<file path="src/hw/rtl/msbp_pkg.sv">
// package for the model selection breakpoint path block
// types, constants and status codes shared by front, queue, back end, divider, checker and top
package msbp_pkg;
    localparam int MAX_MODELS = 64;
    localparam int IDX_W = $clog2(MAX_MODELS);
    localparam int CNT_W = $clog2(MAX_MODELS + 1) + 1;
    localparam int LOSS_W = 32;
    localparam int CPLX_W = 16;
    localparam int BP_W = 40;
    localparam logic [BP_W-1:0] INFINITY = {BP_W{1'b1}};

    typedef enum logic [1:0] {
        ST_OK       = 2'd0,
        ST_LOSS     = 2'd1,
        ST_CPLX     = 2'd2,
        ST_OVERFLOW = 2'd3
    } t_status;

    // classified item handed from front to back
    typedef struct packed {
        logic signed [LOSS_W-1:0] loss;
        logic [CPLX_W-1:0]        cplx;
        logic [5:0]               model;
        logic                     first;
        logic                     store;
        logic                     last;
        t_status                  err;
    } t_item;
endpackage

</file>
<file path="src/hw/rtl/msbp_front.sv">
// front end: checks ordering, counts items, tracks the sticky error
// depends on msbp_pkg
module msbp_front import msbp_pkg::*; (
    input  logic                     i_clk,
    input  logic                     i_rst_n,
    input  logic                     i_valid,
    output logic                     o_ready,
    input  logic signed [LOSS_W-1:0] i_loss,
    input  logic [CPLX_W-1:0]        i_cplx,
    input  logic                     i_last,
    output logic                     o_valid,
    input  logic                     i_ready,
    output t_item                    o_item
);
    logic [CNT_W-1:0]         r_count;
    logic signed [LOSS_W-1:0] r_prev_loss;
    logic [CPLX_W-1:0]        r_prev_cplx;
    t_status                  r_err;
    logic                     r_valid;
    t_item                    r_item;
    t_status                  n_err;

    assign o_ready = !r_valid || i_ready;
    assign o_valid = r_valid;
    assign o_item = r_item;

    always_comb begin
        n_err = r_err;
        if (r_err == ST_OK) begin
            if (r_count >= CNT_W'(MAX_MODELS)) n_err = ST_OVERFLOW;
            else if (r_count != '0 && r_prev_loss <= i_loss) n_err = ST_LOSS;
            else if (r_count != '0 && i_cplx <= r_prev_cplx) n_err = ST_CPLX;
        end
    end

    always_ff @(posedge i_clk) begin
        if (!i_rst_n) begin
            r_count <= '0;
            r_err <= ST_OK;
            r_valid <= 1'b0;
            r_prev_loss <= '0;
            r_prev_cplx <= '0;
        end else begin
            if (i_ready) r_valid <= 1'b0;
            if (i_valid && o_ready) begin
                r_valid <= 1'b1;
                r_item.loss <= i_loss;
                r_item.cplx <= i_cplx;
                r_item.model <= r_count[5:0];
                r_item.first <= (r_count == '0);
                r_item.store <= (n_err == ST_OK);
                r_item.last <= i_last;
                r_item.err <= n_err;
                if (i_last) begin
                    r_count <= '0;
                    r_err <= ST_OK;
                    r_prev_loss <= '0;
                    r_prev_cplx <= '0;
                end else begin
                    r_err <= n_err;
                    r_prev_loss <= i_loss;
                    r_prev_cplx <= i_cplx;
                    if (r_count <= CNT_W'(MAX_MODELS)) r_count <= r_count + 1'b1;
                end
            end
        end
    end
endmodule

</file>
<file path="config.mk">
export PLATFORM = sky130hd
export DESIGN_NAME = msbp_front
export DESIGN_NICKNAME = d
export VERILOG_FILES = /design/src/hw/rtl/msbp_pkg.sv /design/src/hw/rtl/msbp_front.sv
export SDC_FILE = /design/constraint.sdc
export NUM_CORES = 1
export LEC_CHECK = 0
export BUFFER_PORTS_ARGS = -buffer_cell sky130_fd_sc_hd__buf_2
export CAP_MARGIN = 10
export CORE_ASPECT_RATIO = 0.75
export CORE_UTILIZATION = 49
export DETAILED_ROUTE_END_ITERATION = 8
export PLACE_DENSITY = 0.76
export SLEW_MARGIN = 10
export SYNTH_ARGS = -nofsm -noshare
export SYNTH_HDL_FRONTEND = slang
export SYNTH_SLANG_ARGS = --single-unit
export TNS_END_PERCENT = 1
</file>
<file path="constraint.sdc">
create_clock -name i_clk -period 2.6 [get_ports i_clk]
set_clock_uncertainty 0.1 [all_clocks]
set_input_delay 0.13 -clock i_clk [delete_from_list [all_inputs] [get_ports i_clk]]
set_output_delay 0.13 -clock i_clk [all_outputs]
set_load 0.03 [all_outputs]
</file>
# Word level (Yosys, flattened, before mapping)
# Cells that the tools add are included.
# W data, S select, Z words.
op_classes:
  n_addsub: 1
  n_lt_le_gt_ge: 4
  mux: 11
  n_reduce_logical: 13
ops:
  columns: ["cell", "n"]
  rows:
  - ["$le A32 B32 Y1", 1]
  - ["$mux W32", 1]
  - ["$le A16 B16 Y1", 1]
  - ["$mux W16", 1]
  - ["$mux W8", 2]
  - ["$mux W2", 5]
  - ["$add A8 B1 Y8 const B", 1]
  - ["$ge A8 B7 Y1 const B", 1]
  - ["$le A8 B7 Y1 const B", 1]
  - ["$logic_not A8 Y1", 1]
  - ["$reduce_bool A8 Y1", 1]
  - ["$logic_not A2 Y1", 2]
  - ["$reduce_and A2 Y1", 2]
  - ["$reduce_bool A2 Y1", 2]
  - ["$logic_and A1 B1 Y1", 3]
  - ["$mux W1", 2]
  - ["$logic_not A1 Y1", 1]
  - ["$logic_or A1 B1 Y1", 1]
word_totals:
  reg_bits: 118
  inputBits: 53
  output_inout_bits: 61
  word_cells: 41

# Depth between registers and ports, before layout
logic_depth:
  depth_word: 7
  ltp_mapped: 9
  mapped_depth_nobuf: 9

# Least setup slack after synthesis
# No wires, ideal clock.
synth_timing:
  path_type: "register -> register"
  startpoint: "register r_valid (netlist: o_valid)"
  endpoint: "register r_item (netlist bit o_item[0]) (enable)"
  setup_ps: 423
  arrival_ps: 2252
  t_required_ps: 2077
  path_slack_ps: -176
  stages_incl_launch_ff: 3
  path_buffers: 0
  period_less_slack_ps: 2776
  path_cell_list: "dfxtp_1 nand2b_1 and3_1"
synth_via:
  elab_chain_cells: 4
synth_lines:
  columns: ["element", "line_no", "source"]
  rows:
  - ["start: declaration", "msbp_front.sv:19", "logic r_valid;"]
  - ["start signal: assignment", "msbp_front.sv:40", "r_valid <= 1'b0;"]
  - ["start signal: assignment", "msbp_front.sv:44", "if (i_ready) r_valid <= 1'b0;"]
  - ["start signal: assignment", "msbp_front.sv:46", "r_valid <= 1'b1;"]
  - ["$logic_not A1 Y1", "msbp_front.sv:23", "assign o_ready = !r_valid || i_ready;"]
  - ["$logic_or A1 B1 Y1", "msbp_front.sv:23", null]
  - ["named net o_ready", "msbp_front.sv:7", "output logic o_ready,"]
  - ["$logic_and A1 B1 Y1", "msbp_front.sv:45", "if (i_valid && o_ready) begin"]
  - ["$reduce_and A2 Y1 (no line)", null, null]
  - ["end: declaration", "msbp_front.sv:20", "t_item r_item;"]
# The timed path passes the listed nets, and every way through them passes these cells.
# A chain may end at the register's enable or synchronous reset.

# Worst setup path after layout
layout_timing:
  startpoint: "register r_prev_loss[1]"
  endpoint: "register r_item (netlist bit o_item[0]) (data pin)"
layout_via:
  elab_chain_cells: 5
layout_lines:
  columns: ["element", "line_no", "source"]
  rows:
  - ["start: declaration", "msbp_front.sv:16", "logic signed [LOSS_W-1:0] r_prev_loss;"]
  - ["start signal: assignment", "msbp_front.sv:61", "r_prev_loss <= i_loss;"]
  - ["$le A32 B32 Y1", "msbp_front.sv:31", "else if (r_count != '0 && r_prev_loss <= i_loss) n_err = ST_LOSS;"]
  - ["$logic_and A1 B1 Y1", "msbp_front.sv:31", null]
  - ["$mux W2", "msbp_front.sv:31", null]
  - ["$mux W2", "msbp_front.sv:30", "if (r_count >= CNT_W'(MAX_MODELS)) n_err = ST_OVERFLOW;"]
  - ["$mux W2", "msbp_front.sv:29", "if (r_err == ST_OK) begin"]
  - ["named net n_err[0]", "msbp_front.sv:21", "t_status n_err;"]
# The timed path passes the listed nets, and every way through them passes these cells.

==> run summary <==
Average wire per standard cell: 14.6 um
Die X: 124 um
Worst Hold Class: in -> reg
Arrival @ worst endpoint: 2.66 ns
Placed cell area: 6220 um^2
Max-slew violations: 0
CP max-delay cell: or4b_4
Wire length on met2: 6090 um
Detail Placement HPWL: 7600 um
# DRC: 2
Seq pwr share: 0.395
Final period util: 0.998
DIE HEIGHT: 93.5 um
Worst IR drop on VDD: 0.000457 V
Ys async rst share: 0
Final Setup Violations: 0
Critical path type: reg -> reg
Crit-path cells: ha_4 -> nor2b_1 -> o211ai_1 -> a21oi_1 -> or4b_4 -> a21oi_2 -> mux2_4 -> a211o_1
Avg Vias per Cell: 5.22
Largest net degree at the start of global routing: 60
Clock share of power: 0.495
Synthesized area per cell: 10.6 um^2
Cell area after layout: 7430 um^2
Most frequent cells in the layout: 112 x buf_2, 59 x edfxtp_1, 58 x dfxtp_1
Die area: 11600 um^2
Gate power share: 0.109
Vias in the first global route: 4466
Top layer in use: met4
Post-synth EDFFs: 59
CTS Sinks: 118
Most common flop cell mapped by yosys: edfxtp_1
Reg-to-reg startpoint: r_prev_loss[1]
I/O Pins: 114
Met1 Routed Length: 5460 um
WP data required: 2.66 ns
Final hold vios: 0
GP Congestion: 0.835
Wire length on met3: 540 um
P_sw: 1200 uW
Startpoint types: flop
IO Port Bufs: 113
Initial core utilization: 0.502
Crit-path max FO: 5
CTS Root Cell: clkbuf_16
Setup bufs post-CTS: 0
CP endpoint kind: flop
PD cells: 701 nW/um^2
Syn_nets: 618
Status: finished, violations left
Layout area overhead: 35.8%
Post-Synthesis Cells: 515
Final core utilization: 0.682
Drt first pass iters: 8
Switching Fraction: 0.230
Antenna Nets Post-Route: 0
Fmax: 385 MHz
Hold path start: i_ready
Sequential fraction of the synthesis area: 0.540
Clock Latency Late Sink: 0.42 ns
CP max stage delay: 0.54 ns
#FFs+latches synth: 118
LEAKAGE: 0.00315 uW
Unrepaired setup endpoints after global routing: yes
Post-synthesis cell area: 5470 um^2
Ant diodes: 0
Starting DRC count in detailed routing: 237
Hold_ws: 0.0262 ns
Failing checks: DRC
Critical Path Start: r_prev_loss[1]
Max_slew headroom: 0.616
GRT Overall Usage: 0.230
Post-Route WL: 12200 um
Min Tclk post-route: 2.59 ns
Commonest non-fill, non-tap cell in the layout: buf_2
Total CTS buffers: 17
CTS max path bufs: 2
Pint: 4010 uW
Total grt overflow: 0
Share of layout cells above drive strength 1: 0.245
Nets: 785
Initial antenna violation count: 0
Worst slew pin tran: 0.574 ns
Max Cap Viol: 0
TritonCTS clock tree: done
Via count: 4359
Rows: 33
Netlist cell types: 43
First-pass GRT wire length: 20300 um
Ys Warns: 0
Clk slew on worst S/H paths: 0.05 ns
Htree depth: 4
Core area: 10900 um^2
[sequential cells by signal, summed over array words and instances, names as in the netlist]
name / count
o_valid: 1
o_item: 59
r_count: 8
r_err: 2
r_prev_cplx: 16
r_prev_loss: 32
[routing by layer]
layer  vias to the layer above  global-route usage
li1                       2166                   -
met1                      2062               0.271
met2                       112               0.402
met3                        19              0.0573
met4                         0              0.0863
met5                         -                   0
[critical path, delay by kind of cell (launching register included)]
kind / cells / cell delay [ns]
compound gates: 4 / 0.67
fa+ha+maj: 1 / 0.23
simple gates: 2 / 0.66
flops: 1 / 0.33
mux: 1 / 0.34
[synth_stat cells (all sizes together), types with 6 or more instances]
| master | number | area share |
|---|---|---|
| edfxtp | 59 | 0.32 |
| nand3b | 17 | 0.023 |
| nor2 | 17 | 0.012 |
| inv | 52 | 0.036 |
| a21boi | 18 | 0.025 |
| nor3 | 35 | 0.032 |
| a21o | 10 | 0.014 |
| dfxtp | 59 | 0.22 |
| nor2b | 35 | 0.040 |
| nand2 | 29 | 0.020 |
| o21ai | 6 | 0.0055 |
| clkbuf | 21 | 0.014 |
| a21oi | 49 | 0.046 |
| ha | 50 | 0.11 |
| nand4 | 14 | 0.016 |
[per-stage QoR]
stage | setup slack [ns] | setup TNS [ns] | std cells | power (uW)
after floorplan | 0.0952 | 0 | 515 | 2420
after global placement | 0.0170 | 0 | 755 | 2570
after detailed placement | -0.0306 | -0.0306 | 755 | 2590
after CTS | 0.00542 | 0 | 836 | 5240
after global routing | -0.0617 | -0.138 | 835 | 5400
final | 0.00591 | 0 | 835 | 5210
[cell families (layout without fill, tap and decap cells)]
group                      after synthesis  in the layout  synth area share
buffers and inverters                   74            254            0.0508
muxes                                    2              2           0.00457
xor gates and xnor gates                 4              4           0.00640
DFF                                    118            118             0.540
adders and majority gates               50             50             0.114
and+or+nand+nor                        168            168             0.171
AOI/OAI and AO/OA                       99             99             0.113
[worst paths after layout]
check | end | slack [ns] | cells past startpoint
setup / recovery | o_item[0] | 0.006 | 8
hold reg to reg | r_prev_cplx[1] | 0.36 | 2
hold / removal | o_valid | 0.03 | 3
setup reg to reg | o_item[0] | 0.006 | 8
[layout make-up]
| class | instances | area [um^2] |
|---|---|---|
| Sequential cell | 118 | 2950 |
| Inverter | 52 | 195 |
| Tap cell | 140 | 175 |
| Clock inverter | 13 | 203 |
| Multi-Input combinational cell | 323 | 2310 |
| Fill cell | 816 | 3470 |
| Clock buffer | 19 | 453 |
| Timing Repair Buffer | 170 | 1140 |
[power groups by stage]
stage / combinational (uW) / clock (uW) / sequential [uW]
final: 570 / 2580 / 2060
after detailed placement: 496 / 0 / 2100
after floorplan: 249 / 0 / 2170
after CTS: 566 / 2610 / 2060
after global placement: 478 / 0 / 2090
after global routing: 630 / 2700 / 2070
[repair_timing]
item	in CTS	in global routing
setup endpoints to repair	1	3
hold buffers	49	0
gates resized for setup	6	4
pin swaps	6	8
endpoints found under the hold margin	65	0
Power figures use the tool's default switching activity.
