`src/hw/rtl/msbp_pkg.sv`:
```
// package for the model selection breakpoint path block
// types, constants and status codes shared by front, queue, back end, divider, checker and top
package msbp_pkg;
    localparam int MAX_MODELS = 64;
    localparam int IDX_W = $clog2(MAX_MODELS);
    localparam int CNT_W = $clog2(MAX_MODELS + 1) + 1;
    localparam int LOSS_W = 32;
    localparam int CPLX_W = 16;
    localparam int BP_W = 40;
    localparam logic [BP_W-1:0] INFINITY = {BP_W{1'b1}};

    typedef enum logic [1:0] {
        ST_OK       = 2'd0,
        ST_LOSS     = 2'd1,
        ST_CPLX     = 2'd2,
        ST_OVERFLOW = 2'd3
    } t_status;

    // classified item handed from front to back
    typedef struct packed {
        logic signed [LOSS_W-1:0] loss;
        logic [CPLX_W-1:0]        cplx;
        logic [5:0]               model;
        logic                     first;
        logic                     store;
        logic                     last;
        t_status                  err;
    } t_item;
endpackage

```
`src/hw/rtl/msbp_queue.sv`:
```
// two-entry queue between front and back end
// depends on msbp_pkg
module msbp_queue import msbp_pkg::*; (
    input  logic  i_clk,
    input  logic  i_rst_n,
    input  logic  i_valid,
    output logic  o_ready,
    input  t_item i_item,
    output logic  o_valid,
    input  logic  i_ready,
    output t_item o_item
);
    t_item r_mem [2];
    logic  r_wp;
    logic  r_rp;
    logic [1:0] r_cnt;
    logic  w_push;
    logic  w_pop;

    assign o_ready = (r_cnt != 2'd2);
    assign o_valid = (r_cnt != 2'd0);
    assign o_item = r_mem[r_rp];
    assign w_push = i_valid && o_ready;
    assign w_pop = o_valid && i_ready;

    always_ff @(posedge i_clk) begin
        if (w_push) r_mem[r_wp] <= i_item;
    end

    always_ff @(posedge i_clk) begin
        if (!i_rst_n) begin
            r_wp <= 1'b0;
            r_rp <= 1'b0;
            r_cnt <= '0;
        end else begin
            if (w_push) r_wp <= !r_wp;
            if (w_pop) r_rp <= !r_rp;
            r_cnt <= r_cnt + {1'b0, w_push} - {1'b0, w_pop};
        end
    end
endmodule

```
`config.mk`:
```
export PLATFORM = sky130hd
export DESIGN_NAME = msbp_queue
export DESIGN_NICKNAME = d
export VERILOG_FILES = /design/src/hw/rtl/msbp_pkg.sv /design/src/hw/rtl/msbp_queue.sv
export SDC_FILE = /design/constraint.sdc
export NUM_CORES = 1
export LEC_CHECK = 0
export BUFFER_PORTS_ARGS = -buffer_cell sky130_fd_sc_hd__buf_4
export CAP_MARGIN = 20
export CORE_MARGIN = 5
export CORE_UTILIZATION = 52
export DETAILED_ROUTE_END_ITERATION = 6
export GPL_TIMING_DRIVEN = 0
export PLACE_DENSITY = 0.79
export SYNTH_ARGS = -nofsm -noshare
export SYNTH_HDL_FRONTEND = slang
export SYNTH_SLANG_ARGS = --single-unit
export TNS_END_PERCENT = 1
```
`constraint.sdc`:
```
create_clock -name i_clk -period 3.14 [get_ports i_clk]
set_input_delay 0.628 -clock i_clk [delete_from_list [all_inputs] [get_ports i_clk]]
set_output_delay 0.628 -clock i_clk [all_outputs]
set_load 0.05 [all_outputs]
```
## Word-level counts from Yosys, hierarchy flattened

Memory sizes are Yosys's and may differ from the RTL's. A register that Yosys moved wholly into a read port is not among the register bits.
Index checks and enable logic that the tools add are counted.

- Memories kept: 1
- Output and inout bits: 61
- Input port bits: 63
- Bits in registers: 4
- Bits in writable memories: 118

Memories:

| memory | depth | width | rd ports | clocked after memory_dff | wr ports | line | RTL |
|---|---|---|---|---|---|---|---|
| r_mem | 2 | 59 | 1 | 1 | 1 | msbp_queue.sv:13 | `t_item r_mem [2];` |

- Mux-type cells: 4
- Add/subtract/negate cells: 2
- Reductions and logical operators: 5
- Eq/ne operators: 1

Operators by type and width:

| operator | number |
|---|---|
| two-way mux 1 bit | 4 |
| adder 2 x 1 -> 2 bit | 1 |
| logical AND 1 bit | 2 |
| zero test 1 bit | 2 |
| inequality test 2 bit, second input constant | 1 |
| nonzero test 2 bit | 1 |
| subtractor 2 x 1 -> 2 bit | 1 |

## Logic depth before layout (Yosys ltp)

Gate-level depths: netlist of the first run.

- Word-level depth: 4
- Mapped depth: 6
- Depth with buffers taken out: 6

## Worst setup path before layout of the first run

OpenSTA, ideal clock, no wires.

- Kind: register -> register
- Start point: reg r_cnt[0]
- End point: mem r_mem[1][0] (netlist name) (enable)
- Period minus slack after synthesis: 2.841 ns
- Stages on the path, launching flop included: 3
- Arrival time: 2.418 ns
- Slack: 0.299 ns
- Required time: 2.717 ns
- Cell sequence: dfxtp_1 > nand2b_1 > and3_1

- Word-level cells in the longest chain between the ends: 4

Ends and longest elaborated chain:

| item | line | RTL |
|---|---|---|
| start: declaration | msbp_queue.sv:16 | `logic [1:0] r_cnt;` |
| start signal: assignment | msbp_queue.sv:38 | `r_cnt <= r_cnt + {1'b0, w_push} - {1'b0, w_pop};` |
| inequality test 2 bit | msbp_queue.sv:20 | `assign o_ready = (r_cnt != 2'd2);` |
| via o_ready | msbp_queue.sv:7 | `output logic o_ready,` |
| logical AND 1 bit | msbp_queue.sv:23 | `assign w_push = i_valid && o_ready;` |
| two-way mux 1 bit | msbp_queue.sv:27 | `if (w_push) r_mem[r_wp] <= i_item;` |
| two-way mux 1 bit (not written as such) | msbp_queue.sv:27 |  |
| end: declaration | msbp_queue.sv:13 |  |

The timed path passes the listed nets, and every way through them passes these cells.

==> flow_results.xml, run 1 <==
<?xml version="1.0" encoding="UTF-8"?>
<metrics>
  <group name="status">
    <metric name="result_of_the_run" unit="">finished clean</metric>
  </group>
  <group name="clock_tree">
    <metric name="cts_inserted_buffers" unit="">17</metric>
    <metric name="ctsResizeCount" unit="">0</metric>
    <metric name="postCtsSetupBuffers" unit="">0</metric>
    <metric name="cts-root-to-sink-buffers" unit="">2</metric>
    <metric name="hold_buffers" unit="">0</metric>
    <metric name="clkTransAtPathRegs" unit="ps">60</metric>
    <metric name="clock_sinks" unit="">123</metric>
    <metric name="cts_max_level" unit="">4</metric>
    <metric name="clock_tree.root_cell" unit="">sky130_fd_sc_hd__clkbuf_8</metric>
    <metric name="cts_tree" unit="">yes</metric>
    <metric name="worstSkewPairLatency" unit="ps">500</metric>
  </group>
  <group name="drt">
    <metric name="avgRoutedWirePerCell" unit="um">17.29</metric>
    <metric name="drt_drc_violations_left" unit="">0</metric>
    <metric name="detailedRoute.firstPassIterationCount" unit="">4</metric>
    <metric name="route.final.wire_length" unit="um">8282</metric>
    <metric name="dr_total_vias" unit="">2456</metric>
    <metric name="detailedRoute.firstIterationViolations" unit="">117</metric>
    <metric name="final_antenna_net_count" unit="">0</metric>
    <metric name="vias_per_cell" unit="">5.127</metric>
  </group>
  <group name="sta">
    <metric name="fin_crit_sh" unit="%">78.14</metric>
    <metric name="setup_violations" unit="">0</metric>
    <metric name="report.final.hold_viol_count" unit="">0</metric>
    <metric name="min_period" unit="ps">2454</metric>
    <metric name="relSlewSlack" unit="%">50.02</metric>
    <metric name="finalMaxSlewViolations" unit="">0</metric>
    <metric name="timing.clock.skew" unit="ps">15.29</metric>
    <metric name="highest_achievable_clock_rate" unit="MHz">407.6</metric>
    <metric name="max_slew.worst_pin.slew" unit="ps">749.8</metric>
    <metric name="rsz_0062_raised_after_global_routing" unit="">false</metric>
  </group>
  <group name="worst_hold_path">
    <metric name="min_path_cells" unit="">1</metric>
    <metric name="hp-start" unit="">i_item[18]</metric>
    <metric name="min-delay-path-class" unit="">input pin to register</metric>
  </group>
  <group name="synthesis">
    <metric name="synth.yosys.warnings" unit="">0</metric>
    <metric name="synth.yosys.seq_area_share" unit="%">80.11</metric>
    <metric name="synth.lib_cells_used.distinct" unit="">25</metric>
    <metric name="netlist_instances" unit="">214</metric>
    <metric name="synthesis.area" unit="um^2">4548</metric>
    <metric name="syn_area_per_cell" unit="um^2">21.25</metric>
    <metric name="ys_ff_latch" unit="">123</metric>
    <metric name="synth_fp_nets" unit="">278</metric>
  </group>
  <group name="critical_path">
    <metric name="startpoint_type" unit="">register</metric>
    <metric name="critPathMaxFanout" unit="">10</metric>
    <metric name="timing.reg2reg.worst_path_depth" unit="">3</metric>
    <metric name="cp_data_required_time" unit="ps">2510</metric>
    <metric name="critPathArrivalTime" unit="ps">1830</metric>
    <metric name="crit-reg2reg-launch" unit="">r_cnt[0]$_SDFF_PN0_</metric>
    <metric name="worstSetupPathType" unit="">register to output pin</metric>
    <metric name="worst_setup_path_end_kind" unit="">output pin</metric>
  </group>
  <group name="finish">
    <metric name="final_layout_size_suffix_gt1_share" unit="%">60.65</metric>
    <metric name="area_growth_syn_to_layout" unit="%">36.20</metric>
    <metric name="final_core_area_utilization" unit="%">71.73</metric>
    <metric name="fillerInstances" unit="">576</metric>
    <metric name="final_cell_mix" unit="">sky130_fd_sc_hd__buf_4 (123), sky130_fd_sc_hd__edfxtp_1 (118), sky130_fd_sc_hd__mux2_2 (53)</metric>
    <metric name="post_layout_cell_count" unit="">479</metric>
    <metric name="antennaDiodeCount" unit="">0</metric>
    <metric name="layout.cells.most_common" unit="">sky130_fd_sc_hd__buf_4</metric>
    <metric name="nets" unit="">422</metric>
  </group>
  <group name="pwr">
    <metric name="power_leakage" unit="nW">2.357</metric>
    <metric name="vdd_drop_max" unit="V">0.0006104</metric>
    <metric name="powerDensity" unit="nW/um^2">876.3</metric>
  </group>
  <group name="global_routing">
    <metric name="grt_overflow_total" unit="">0</metric>
    <metric name="first_global_vias" unit="">2638</metric>
    <metric name="grt_antenna_before_repair" unit="">0</metric>
    <metric name="grt_pass1_wl" unit="um">13080</metric>
    <metric name="total_routing_resource_utilization_after_global_routing" unit="%">15.70</metric>
    <metric name="grt_start_max_net_pins" unit="">31</metric>
  </group>
  <group name="placed_design">
    <metric name="place_hpwl" unit="um">5568</metric>
    <metric name="placed_cells" unit="">447</metric>
    <metric name="portBuffers" unit="">123</metric>
    <metric name="gp_congestion" unit="">0.6970</metric>
  </group>
  <group name="die">
    <metric name="io_pins" unit="">124</metric>
    <metric name="std_cell_rows" unit="">34</metric>
    <metric name="start_util" unit="%">52.67</metric>
    <metric name="die_h" unit="um">103.5</metric>
    <metric name="die-width" unit="um">103.5</metric>
    <metric name="floorplan.die_area" unit="um^2">10720</metric>
    <metric name="design.core.area" unit="um^2">8636</metric>
  </group>
  <group name="flow_run">
    <metric name="max_cap_viol_count" unit="">0</metric>
  </group>
</metrics>
[final timing paths]
check / slack (ps) / endpoint
max: 690 / o_item[48]
min: 310 / r_mem[0][18]$_DFFE_PP_
max reg2reg: 1190 / r_mem[1][56]$_DFFE_PP_
min reg2reg: 520 / r_rp$_SDFFE_PN0P_
[state kept, by name, indices dropped and copies added, names as in the netlist, named ones only]
register  cells
r_wp          1
r_mem       118
r_cnt         2
r_rp          1
[synth_stat cells, drive strengths merged]
| cell type | count | share of area [%] |
|---|---|---|
| o31a | 1 | 0.19 |
| nand2b | 1 | 0.14 |
| and3 | 2 | 0.28 |
| xor2 | 1 | 0.19 |
| inv | 2 | 0.17 |
| nor2b | 1 | 0.14 |
| buf | 7 | 1.2 |
| nand3b | 1 | 0.17 |
| nor3 | 1 | 0.22 |
| dfxtp | 5 | 2.2 |
| nor4 | 1 | 0.14 |
| nor2 | 4 | 0.33 |
| nand3 | 1 | 0.11 |
| ha | 1 | 0.28 |
| a21oi | 1 | 0.11 |
| edfxtp | 118 | 78 |
| and2 | 1 | 0.14 |
| mux2 | 59 | 15 |
| o21ba | 1 | 0.22 |
| o21ai | 2 | 0.22 |
| or2 | 1 | 0.14 |
| nor4bb | 1 | 0.22 |
| a21bo | 1 | 0.22 |
[worst max-delay path, stage by stage, from the launching register on]
cell and delay (ps):
sky130_fd_sc_hd__dfxtp_1 330, sky130_fd_sc_hd__buf_6 120, sky130_fd_sc_hd__buf_6 150, sky130_fd_sc_hd__buf_6 180
sky130_fd_sc_hd__mux2_2 350, sky130_fd_sc_hd__buf_4 190
[cell families after synthesis]
group                      count (synthesis)  share of synthesized area (%)
AOI/OAI and AO/OA                          6                         0.9628
DFF                                      123                          80.11
buffers and inverters                      9                          1.348
xor gates and xnor gates                   1                         0.1926
and+or+nand+nor                           15                          2.009
adders and majority gates                  1                         0.2751
muxes                                     59                          15.10
[area by class of cell]
cell class	count	area (um^2)	area share, %
Clock buffer	17	414.1	6.686
Multi-Input combinational cell	82	844.6	13.63
Timing Repair Buffer	125	963.4	15.55
Buffer	7	53.80	0.8685
Inverter	2	7.507	0.1212
Tap cell	108	135.1	2.181
Sequential cell	123	3643	58.82
Clock inverter	15	132.6	2.141
[per-stage QoR]
| stage | power, mW | area (um^2) | TNS [ps] | hold slack (ps) | worst slack [ps] |
|---|---|---|---|---|---|
| floorplan | 3.245 | 4548 | 0 | 472.5 | 298.6 |
| global placement | 3.689 | 5607 | -11490 | 488.5 | -198.3 |
| detailed placement | 3.718 | 5648 | 0 | 497.4 | 1039 |
| CTS | 5.481 | 6195 | 0 | 286.3 | 638.3 |
| global route | 5.642 | 6195 | 0 | 279.4 | 586.5 |
| finish | 5.429 | 6195 | 0 | 308.2 | 686.4 |
[where the power goes]
part | switching (mW) | total (mW) | internal [mW]
registers | 0.0466 | 2.04 | 1.99
logic | 1.05 | 1.63 | 0.575
clock network | 0.650 | 1.76 | 1.11
[layer usage]
layer	vias up	track usage (%)	part of all wire [%]
li1	1139	-	-
met1	1204	17.80	40
met2	102	26.32	52
met3	11	6.965	6.9
met4	0	5.436	1.1
met5	-	0	0
Note: power is estimated with default switching activity, not from simulation.
==> run 2: changes to the inputs <==
--- a/config.mk
+++ b/config.mk
@@ -5,13 +5,14 @@
 export SDC_FILE = /design/constraint.sdc
 export NUM_CORES = 1
 export LEC_CHECK = 0
+export ABC_AREA = 1
 export BUFFER_PORTS_ARGS = -buffer_cell sky130_fd_sc_hd__buf_4
 export CAP_MARGIN = 20
 export CORE_MARGIN = 5
-export CORE_UTILIZATION = 52
+export CORE_UTILIZATION = 47
 export DETAILED_ROUTE_END_ITERATION = 6
 export GPL_TIMING_DRIVEN = 0
-export PLACE_DENSITY = 0.79
+export PLACE_DENSITY = 0.76
 export SYNTH_ARGS = -nofsm -noshare
 export SYNTH_HDL_FRONTEND = slang
 export SYNTH_SLANG_ARGS = --single-unit
==> constraint.sdc (replaced) <==
create_clock -name i_clk -period 2 [get_ports i_clk]
set_input_delay 0.4 -clock i_clk [delete_from_list [all_inputs] [get_ports i_clk]]
set_output_delay 0.4 -clock i_clk [all_outputs]
set_load 0.05 [all_outputs]
==> flow_results.xml, run 2 <==
<?xml version="1.0" encoding="UTF-8"?>
<metrics>
  <group name="synthesis">
    <metric name="synth_top_cell_by_area" unit="">sky130_fd_sc_hd__edfxtp_1</metric>
    <metric name="synth_fp_nets" unit="">284</metric>
    <metric name="netlist.area_leader.share" unit="%">78.12</metric>
    <metric name="synthTopCellsByArea" unit="">sky130_fd_sc_hd__edfxtp_1 (78%), sky130_fd_sc_hd__mux2_2 (12%), sky130_fd_sc_hd__mux2_4 (3.3%)</metric>
    <metric name="synth.lib_cells_used.distinct" unit="">14</metric>
    <metric name="netlist_instances" unit="">220</metric>
    <metric name="synth_top_cells_by_count" unit="">sky130_fd_sc_hd__edfxtp_1 (118), sky130_fd_sc_hd__mux2_2 (49), sky130_fd_sc_hd__nand2_1 (11)</metric>
    <metric name="synth-main-ff-cell" unit="">sky130_fd_sc_hd__edfxtp_1</metric>
    <metric name="syn_area_per_cell" unit="um^2">20.62</metric>
    <metric name="synth.yosys.warnings" unit="">0</metric>
    <metric name="ys_ff_latch" unit="">123</metric>
    <metric name="async_flop_share" unit="%">0</metric>
    <metric name="synth_enable_flop_cells" unit="">118</metric>
    <metric name="yosysMostFrequentCell" unit="">sky130_fd_sc_hd__edfxtp_1</metric>
    <metric name="synthesis.area" unit="um^2">4536</metric>
    <metric name="synth.yosys.seq_area_share" unit="%">80.33</metric>
  </group>
  <group name="pwr">
    <metric name="power.internal" unit="mW">6.507</metric>
    <metric name="combPwrFrac" unit="%">36.1</metric>
    <metric name="power_switching_share" unit="%">33.98</metric>
    <metric name="p_seq_share" unit="%">34.4</metric>
    <metric name="vdd_drop_max" unit="V">0.0008439</metric>
    <metric name="powerDensity" unit="nW/um^2">1518</metric>
    <metric name="power_leakage" unit="nW">2.501</metric>
    <metric name="p_switching" unit="mW">3.349</metric>
    <metric name="part_of_the_total_power_dissipated_in_the_clock_network" unit="%">29.5</metric>
    <metric name="report.power.total" unit="mW">9.856</metric>
  </group>
  <group name="placed_design">
    <metric name="setup_ws_pre_cts" unit="ps">60.51</metric>
    <metric name="dpl_cell_area" unit="um^2">5718</metric>
    <metric name="portBuffers" unit="">123</metric>
    <metric name="placed_cells" unit="">475</metric>
    <metric name="gp_congestion" unit="">0.7001</metric>
    <metric name="place_hpwl" unit="um">5796</metric>
  </group>
  <group name="drt">
    <metric name="dr_total_vias" unit="">2432</metric>
    <metric name="final_antenna_net_count" unit="">0</metric>
    <metric name="route.final.wire_length" unit="um">8819</metric>
    <metric name="detailedRoute.firstPassIterationCount" unit="">4</metric>
    <metric name="avgRoutedWirePerCell" unit="um">17.33</metric>
    <metric name="detailedRoute.firstIterationViolations" unit="">100</metric>
    <metric name="vias_per_cell" unit="">4.778</metric>
    <metric name="drt_drc_violations_left" unit="">0</metric>
  </group>
  <group name="clock_tree">
    <metric name="worstSkewPairLatency" unit="ps">500</metric>
    <metric name="clock_tree.root_cell" unit="">sky130_fd_sc_hd__clkbuf_8</metric>
    <metric name="cts_tree" unit="">yes</metric>
    <metric name="cts_inserted_buffers" unit="">17</metric>
    <metric name="clkTransAtPathRegs" unit="ps">60</metric>
    <metric name="clock_sinks" unit="">123</metric>
    <metric name="cts-root-to-sink-buffers" unit="">2</metric>
    <metric name="cts_max_level" unit="">4</metric>
  </group>
  <group name="finish">
    <metric name="seq_area" unit="um^2">3647</metric>
    <metric name="final_cell_mix" unit="">sky130_fd_sc_hd__edfxtp_1 (118), sky130_fd_sc_hd__buf_4 (104), sky130_fd_sc_hd__mux2_2 (45)</metric>
    <metric name="area_growth_syn_to_layout" unit="%">43.17</metric>
    <metric name="largest_registers" unit="">r_mem x118, r_cnt x2</metric>
    <metric name="fillerInstances" unit="">613</metric>
    <metric name="regMostFlops" unit="">r_mem</metric>
    <metric name="multi_input_area" unit="um^2">862.1</metric>
    <metric name="post_layout_cell_count" unit="">509</metric>
    <metric name="layout.cells.most_common" unit="">sky130_fd_sc_hd__edfxtp_1</metric>
    <metric name="antennaDiodeCount" unit="">0</metric>
    <metric name="finish.instance_area" unit="um^2">6494</metric>
    <metric name="largest_register_ff_count" unit="">118</metric>
    <metric name="final_layout_size_suffix_gt1_share" unit="%">60.79</metric>
    <metric name="final_core_area_utilization" unit="%">69.62</metric>
    <metric name="nets" unit="">431</metric>
  </group>
  <group name="die">
    <metric name="die_h" unit="um">108.2</metric>
    <metric name="start_util" unit="%">48.63</metric>
    <metric name="std_cell_rows" unit="">35</metric>
    <metric name="floorplan.die_area" unit="um^2">11710</metric>
    <metric name="design.core.area" unit="um^2">9328</metric>
    <metric name="die-width" unit="um">108.2</metric>
    <metric name="io_pins" unit="">124</metric>
  </group>
  <group name="sta">
    <metric name="report.final.hold_viol_count" unit="">0</metric>
    <metric name="setup_violations" unit="">54</metric>
    <metric name="rsz_0062_raised_after_global_routing" unit="">true</metric>
    <metric name="max_slew.worst_pin.slew" unit="ps">864.3</metric>
    <metric name="finalSetupTns" unit="ps">-2131</metric>
    <metric name="final_layout_worst_hold_slack" unit="ps">79.65</metric>
    <metric name="timing.clock.skew" unit="ps">6.118</metric>
    <metric name="relSlewSlack" unit="%">42.24</metric>
    <metric name="setup_slack_of_the_critical_path_after_layout" unit="ps">-79.03</metric>
    <metric name="fin_crit_sh" unit="%">104.0</metric>
    <metric name="highest_achievable_clock_rate" unit="MHz">481.0</metric>
    <metric name="min_period" unit="ps">2079</metric>
    <metric name="finalMaxSlewViolations" unit="">0</metric>
  </group>
  <group name="global_routing">
    <metric name="first_global_vias" unit="">2697</metric>
    <metric name="grt_antenna_before_repair" unit="">0</metric>
    <metric name="total_routing_resource_utilization_after_global_routing" unit="%">15.87</metric>
    <metric name="grt_pass1_wl" unit="um">13550</metric>
    <metric name="grt_overflow_total" unit="">0</metric>
    <metric name="grt_start_max_net_pins" unit="">34</metric>
  </group>
  <group name="worst_hold_path">
    <metric name="hp-start" unit="">i_item[1]</metric>
    <metric name="hold_path_end" unit="">r_mem[0][1]$_DFFE_PP_</metric>
    <metric name="min_path_cells" unit="">1</metric>
    <metric name="min-delay-path-class" unit="">input pin to register</metric>
  </group>
  <group name="flow_run">
    <metric name="max_cap_viol_count" unit="">0</metric>
  </group>
  <group name="critical_path">
    <metric name="worstSetupPathType" unit="">register to output pin</metric>
    <metric name="critPathMaxFanout" unit="">8</metric>
    <metric name="startpoint_type" unit="">register</metric>
    <metric name="worst_setup_path_end_kind" unit="">output pin</metric>
    <metric name="slowest_delay" unit="ps">310</metric>
    <metric name="cp.buffers_inverters" unit="">4</metric>
    <metric name="path_cells" unit="">buf_6, buf_12, buf_16, mux2_4, buf_8</metric>
    <metric name="timing.reg2reg.worst_path_depth" unit="">5</metric>
    <metric name="critPathTopFamily" unit="">buffers and inverters</metric>
    <metric name="crit-reg2reg-launch" unit="">r_cnt[0]$_SDFF_PN0_</metric>
    <metric name="worst-r2r-setup-slack" unit="ps">150</metric>
    <metric name="cp_data_required_time" unit="ps">1600</metric>
    <metric name="critical_path.reg2reg.endpoint" unit="">r_mem[0][5]$_DFFE_PP_</metric>
    <metric name="critical_path.slowest_cell" unit="">sky130_fd_sc_hd__dfxtp_2</metric>
    <metric name="critPathArrivalTime" unit="ps">1680</metric>
  </group>
  <group name="status">
    <metric name="result_of_the_run" unit="">complete, but fails checks</metric>
    <metric name="violated_checks" unit="">negative setup slack</metric>
  </group>
</metrics>
## run 2: layout make-up
type                       count  share of cell area, %
buffer                         7                  1.484
clock buffer                  19                  6.493
clock inverter                13                  2.331
inverter                       7                 0.4046
multi-input combinational     83                  13.28
sequential                   123                  56.17
tap                          129                  2.486
timing repair buffer         128                  17.36
## run 2: worst max path at each step
stage                        startpoint                     end  slack (ps)  depth (start not counted)
global placement                i_valid  r_mem[1][34]$_DFFE_PP_        -400                          3
finish                         register              o_item[51]         -80                          5
floorplan           r_cnt[0]$_SDFF_PN0_   r_mem[1][0]$_DFFE_PP_           6                          4
detailed placement              i_valid  r_mem[0][39]$_DFFE_PP_          60                          4
CTS                            register              o_item[52]        -120                          5
global route                   register              o_item[51]        -150                          5
## run 2: power groups by stage
stage	Clock, mW	Combinational, mW	Sequential, mW
after floorplan	0	2.36	3.40
after global placement	0	3.22	3.41
after detailed placement	0	3.31	3.43
after CTS	2.98	3.60	3.38
after global routing	3.11	3.74	3.41
final	2.91	3.56	3.39
## run 2: cell families after synthesis
| group | share of synthesized area, % |
|---|---|
| XOR/XNOR | 0.1931 |
| multiplexers | 15.48 |
| adder cells (fa/ha/maj) | 0.2758 |
| AND/OR/NAND/NOR | 1.765 |
| flip-flops | 80.33 |
| AO/OA/AOI/OAI | 0.1102 |
| buffers and inverters | 1.848 |
## run 2: worst reg2reg max path, stage by stage, from the launching register on
cell and delay (ps):
sky130_fd_sc_hd__dfxtp_2 350, sky130_fd_sc_hd__inv_2 50, sky130_fd_sc_hd__nand2_4 80, sky130_fd_sc_hd__nand2_8 70
sky130_fd_sc_hd__nor2_4 660, sky130_fd_sc_hd__buf_12 320
## run 2: layer usage
layer,track usage (%),vias to the layer above,part of all wire (%)
met4,6.763,0,0.90
met5,0,-,0
met1,16.98,1194,36
met2,28.42,90,55
li1,-,1141,-
met3,5.493,7,8.0
## run 2: what timing repair did
item | 4_1_cts | 5_1_grt
endpoints found under the setup margin | 59 | 92
hold buffers | 0 | 0
resized for setup | 44 | 4
buffers inserted | 1 | 0
pin swaps | 0 | 0
hold endpoints to repair | 0 | 0
gates cloned | 1 | 0
==> run 3: changes to the inputs <==
==> constraint.sdc (replaced) <==
create_clock -name i_clk -period 1.91 [get_ports i_clk]
set_input_delay 0.382 -clock i_clk [delete_from_list [all_inputs] [get_ports i_clk]]
set_output_delay 0.382 -clock i_clk [all_outputs]
set_load 0.05 [all_outputs]
==> flow_results.xml, run 3 (synthesis results as in run 2) <==
<?xml version="1.0" encoding="UTF-8"?>
<metrics>
  <group name="sta">
    <metric name="finalMaxSlewViolations" unit="">0</metric>
    <metric name="max_slew.worst_pin.slew" unit="ps">907.8</metric>
    <metric name="relSlewSlack" unit="%">39.34</metric>
    <metric name="rsz_0062_raised_after_global_routing" unit="">true</metric>
    <metric name="fin_crit_sh" unit="%">105.8</metric>
    <metric name="report.final.hold_viol_count" unit="">0</metric>
    <metric name="setup_violations" unit="">59</metric>
    <metric name="setup_slack_of_the_critical_path_after_layout" unit="ps">-111.4</metric>
    <metric name="highest_achievable_clock_rate" unit="MHz">494.7</metric>
    <metric name="timing.clock.skew" unit="ps">6.120</metric>
    <metric name="min_period" unit="ps">2021</metric>
  </group>
  <group name="status">
    <metric name="violated_checks" unit="">negative setup slack</metric>
    <metric name="result_of_the_run" unit="">complete, but fails checks</metric>
  </group>
  <group name="finish">
    <metric name="final_core_area_utilization" unit="%">69.90</metric>
    <metric name="post_layout_cell_count" unit="">508</metric>
    <metric name="finish.instance_area" unit="um^2">6520</metric>
    <metric name="nets" unit="">430</metric>
    <metric name="regMostFlops" unit="">r_mem</metric>
    <metric name="layout.cells.most_common" unit="">sky130_fd_sc_hd__edfxtp_1</metric>
    <metric name="final_cell_mix" unit="">sky130_fd_sc_hd__edfxtp_1 (118), sky130_fd_sc_hd__buf_4 (104), sky130_fd_sc_hd__mux2_2 (40)</metric>
    <metric name="largest_register_ff_count" unit="">118</metric>
    <metric name="antennaDiodeCount" unit="">0</metric>
    <metric name="final_layout_size_suffix_gt1_share" unit="%">60.95</metric>
    <metric name="area_growth_syn_to_layout" unit="%">43.75</metric>
    <metric name="largest_registers" unit="">r_mem x118, r_cnt x2</metric>
    <metric name="fillerInstances" unit="">609</metric>
  </group>
  <group name="pwr">
    <metric name="combPwrFrac" unit="%">36.4</metric>
    <metric name="part_of_the_total_power_dissipated_in_the_clock_network" unit="%">29.2</metric>
    <metric name="power_switching_share" unit="%">34.09</metric>
    <metric name="p_switching" unit="mW">3.546</metric>
    <metric name="power.internal" unit="mW">6.855</metric>
    <metric name="p_seq_share" unit="%">34.4</metric>
    <metric name="report.power.total" unit="mW">10.40</metric>
    <metric name="powerDensity" unit="nW/um^2">1595</metric>
    <metric name="vdd_drop_max" unit="V">0.001043</metric>
    <metric name="power_leakage" unit="nW">2.512</metric>
  </group>
  <group name="die">
    <metric name="start_util" unit="%">48.63</metric>
    <metric name="io_pins" unit="">124</metric>
    <metric name="design.core.area" unit="um^2">9328</metric>
    <metric name="floorplan.die_area" unit="um^2">11710</metric>
    <metric name="die-width" unit="um">108.2</metric>
    <metric name="die_h" unit="um">108.2</metric>
    <metric name="std_cell_rows" unit="">35</metric>
  </group>
  <group name="drt">
    <metric name="drt_drc_violations_left" unit="">0</metric>
    <metric name="dr_total_vias" unit="">2433</metric>
    <metric name="route.final.wire_length" unit="um">9004</metric>
    <metric name="detailedRoute.firstIterationViolations" unit="">70</metric>
    <metric name="final_antenna_net_count" unit="">0</metric>
    <metric name="avgRoutedWirePerCell" unit="um">17.72</metric>
    <metric name="vias_per_cell" unit="">4.789</metric>
    <metric name="detailedRoute.firstPassIterationCount" unit="">4</metric>
  </group>
  <group name="clock_tree">
    <metric name="worstSkewPairLatency" unit="ps">490</metric>
    <metric name="hold_buffers" unit="">0</metric>
    <metric name="clkTransAtPathRegs" unit="ps">60</metric>
    <metric name="cts_inserted_buffers" unit="">17</metric>
    <metric name="cts_tree" unit="">yes</metric>
    <metric name="cts-root-to-sink-buffers" unit="">2</metric>
    <metric name="cts_max_level" unit="">4</metric>
    <metric name="clock_tree.root_cell" unit="">sky130_fd_sc_hd__clkbuf_8</metric>
    <metric name="clock_sinks" unit="">123</metric>
  </group>
  <group name="critical_path">
    <metric name="startpoint_type" unit="">register</metric>
    <metric name="slowest_delay" unit="ps">400</metric>
    <metric name="worst_setup_path_end_kind" unit="">output pin</metric>
    <metric name="critical_path.most_common_cell" unit="">sky130_fd_sc_hd__buf_12</metric>
    <metric name="cp_data_required_time" unit="ps">1530</metric>
    <metric name="worstSetupPathType" unit="">register to output pin</metric>
    <metric name="critPathMaxFanout" unit="">7</metric>
    <metric name="critPathArrivalTime" unit="ps">1640</metric>
    <metric name="path_cells" unit="">buf_12, buf_12, mux2_4, buf_8</metric>
    <metric name="critical_path.slowest_cell" unit="">sky130_fd_sc_hd__dfxtp_4</metric>
  </group>
  <group name="global_routing">
    <metric name="grt_pass1_wl" unit="um">13560</metric>
    <metric name="total_routing_resource_utilization_after_global_routing" unit="%">15.86</metric>
    <metric name="first_global_vias" unit="">2708</metric>
    <metric name="grt_overflow_total" unit="">0</metric>
    <metric name="grt_antenna_before_repair" unit="">0</metric>
    <metric name="grt_start_max_net_pins" unit="">33</metric>
  </group>
  <group name="placed_design">
    <metric name="gp_congestion" unit="">0.6351</metric>
    <metric name="portBuffers" unit="">123</metric>
    <metric name="dpl_cell_area" unit="um^2">5709</metric>
    <metric name="place_hpwl" unit="um">5731</metric>
    <metric name="placed_cells" unit="">474</metric>
  </group>
  <group name="worst_hold_path">
    <metric name="min-delay-path-class" unit="">input pin to register</metric>
  </group>
  <group name="flow_run">
    <metric name="max_cap_viol_count" unit="">0</metric>
  </group>
</metrics>
==> run 3: changes by cell type in the layout (fill, tap and decap cells not counted), sizes merged <==
cell      delta
clkinv       -1
buf          -1
clkinvlp     +1
==> run 3: critical path: cells and delay by family, from the launching register on <==
family / cells / cell delay [ps]
buf+inv: 3 / 430
flops: 1 / 400
mux: 1 / 310
==> run 3: final timing paths <==
check                      start                      to  slack [ps]  depth (start not counted)
max                     register               o_item[3]        -110                          4
max reg2reg  r_cnt[0]$_SDFF_PN0_  r_mem[1][38]$_DFFE_PP_          30                          5
min                    i_item[4]   r_mem[1][4]$_DFFE_PP_          80                          1
min reg2reg    r_rp$_SDFFE_PN0P_       r_rp$_SDFFE_PN0P_         520                          2
==> run 3: power groups by stage <==
stage | Combinational [mW] | Clock [mW] | Sequential (mW)
CTS | 3.69 | 3.11 | 3.57
global placement | 3.40 | 0 | 3.59
detailed placement | 3.48 | 0 | 3.61
global route | 3.98 | 3.22 | 3.61
floorplan | 2.49 | 0 | 3.57
finish | 3.79 | 3.04 | 3.58
==> run 3: layer usage <==
metal | global-route usage, % | routed length (um) | vias to the layer above
met5 | 0 | 0 | -
met4 | 6.492 | 87 | 0
met3 | 5.075 | 616 | 8
met2 | 29.53 | 4927 | 77
met1 | 16.34 | 3372 | 1211
li1 | - | - | 1137
==> run 3: area by class of cell <==
cell class | count | area [um^2] | share of cell area (%)
clock inverter | 13 | 151.4 | 2.322
buffer | 6 | 88.84 | 1.363
tap | 129 | 161.4 | 2.476
multi-input combinational | 83 | 889.6 | 13.64
sequential | 123 | 3650 | 55.98
timing repair buffer | 128 | 1131 | 17.35
clock buffer | 19 | 421.7 | 6.467
inverter | 7 | 26.28 | 0.4030
==> run 3: what timing repair did <==
action | CTS | global route
pin swaps | 2 | 0
setup endpoints to repair | 123 | 124
endpoints found under the hold margin | 0 | 0
buffers inserted | 2 | 0
cloned | 1 | 0
gates resized for setup | 33 | 25
==> run 3: through the flow <==
step / setup slack [ps] / setup TNS (ps) / hold WS [ps]
finish: -111.4 / -4381 / 76.04
global route: -173.3 / -14260 / 46.44
CTS: -147.4 / -9099 / 44.41
detailed placement: -56.28 / -2626 / 512.9
global placement: -470.3 / -53260 / 479.0
floorplan: 0.09581 / 0 / 466.9
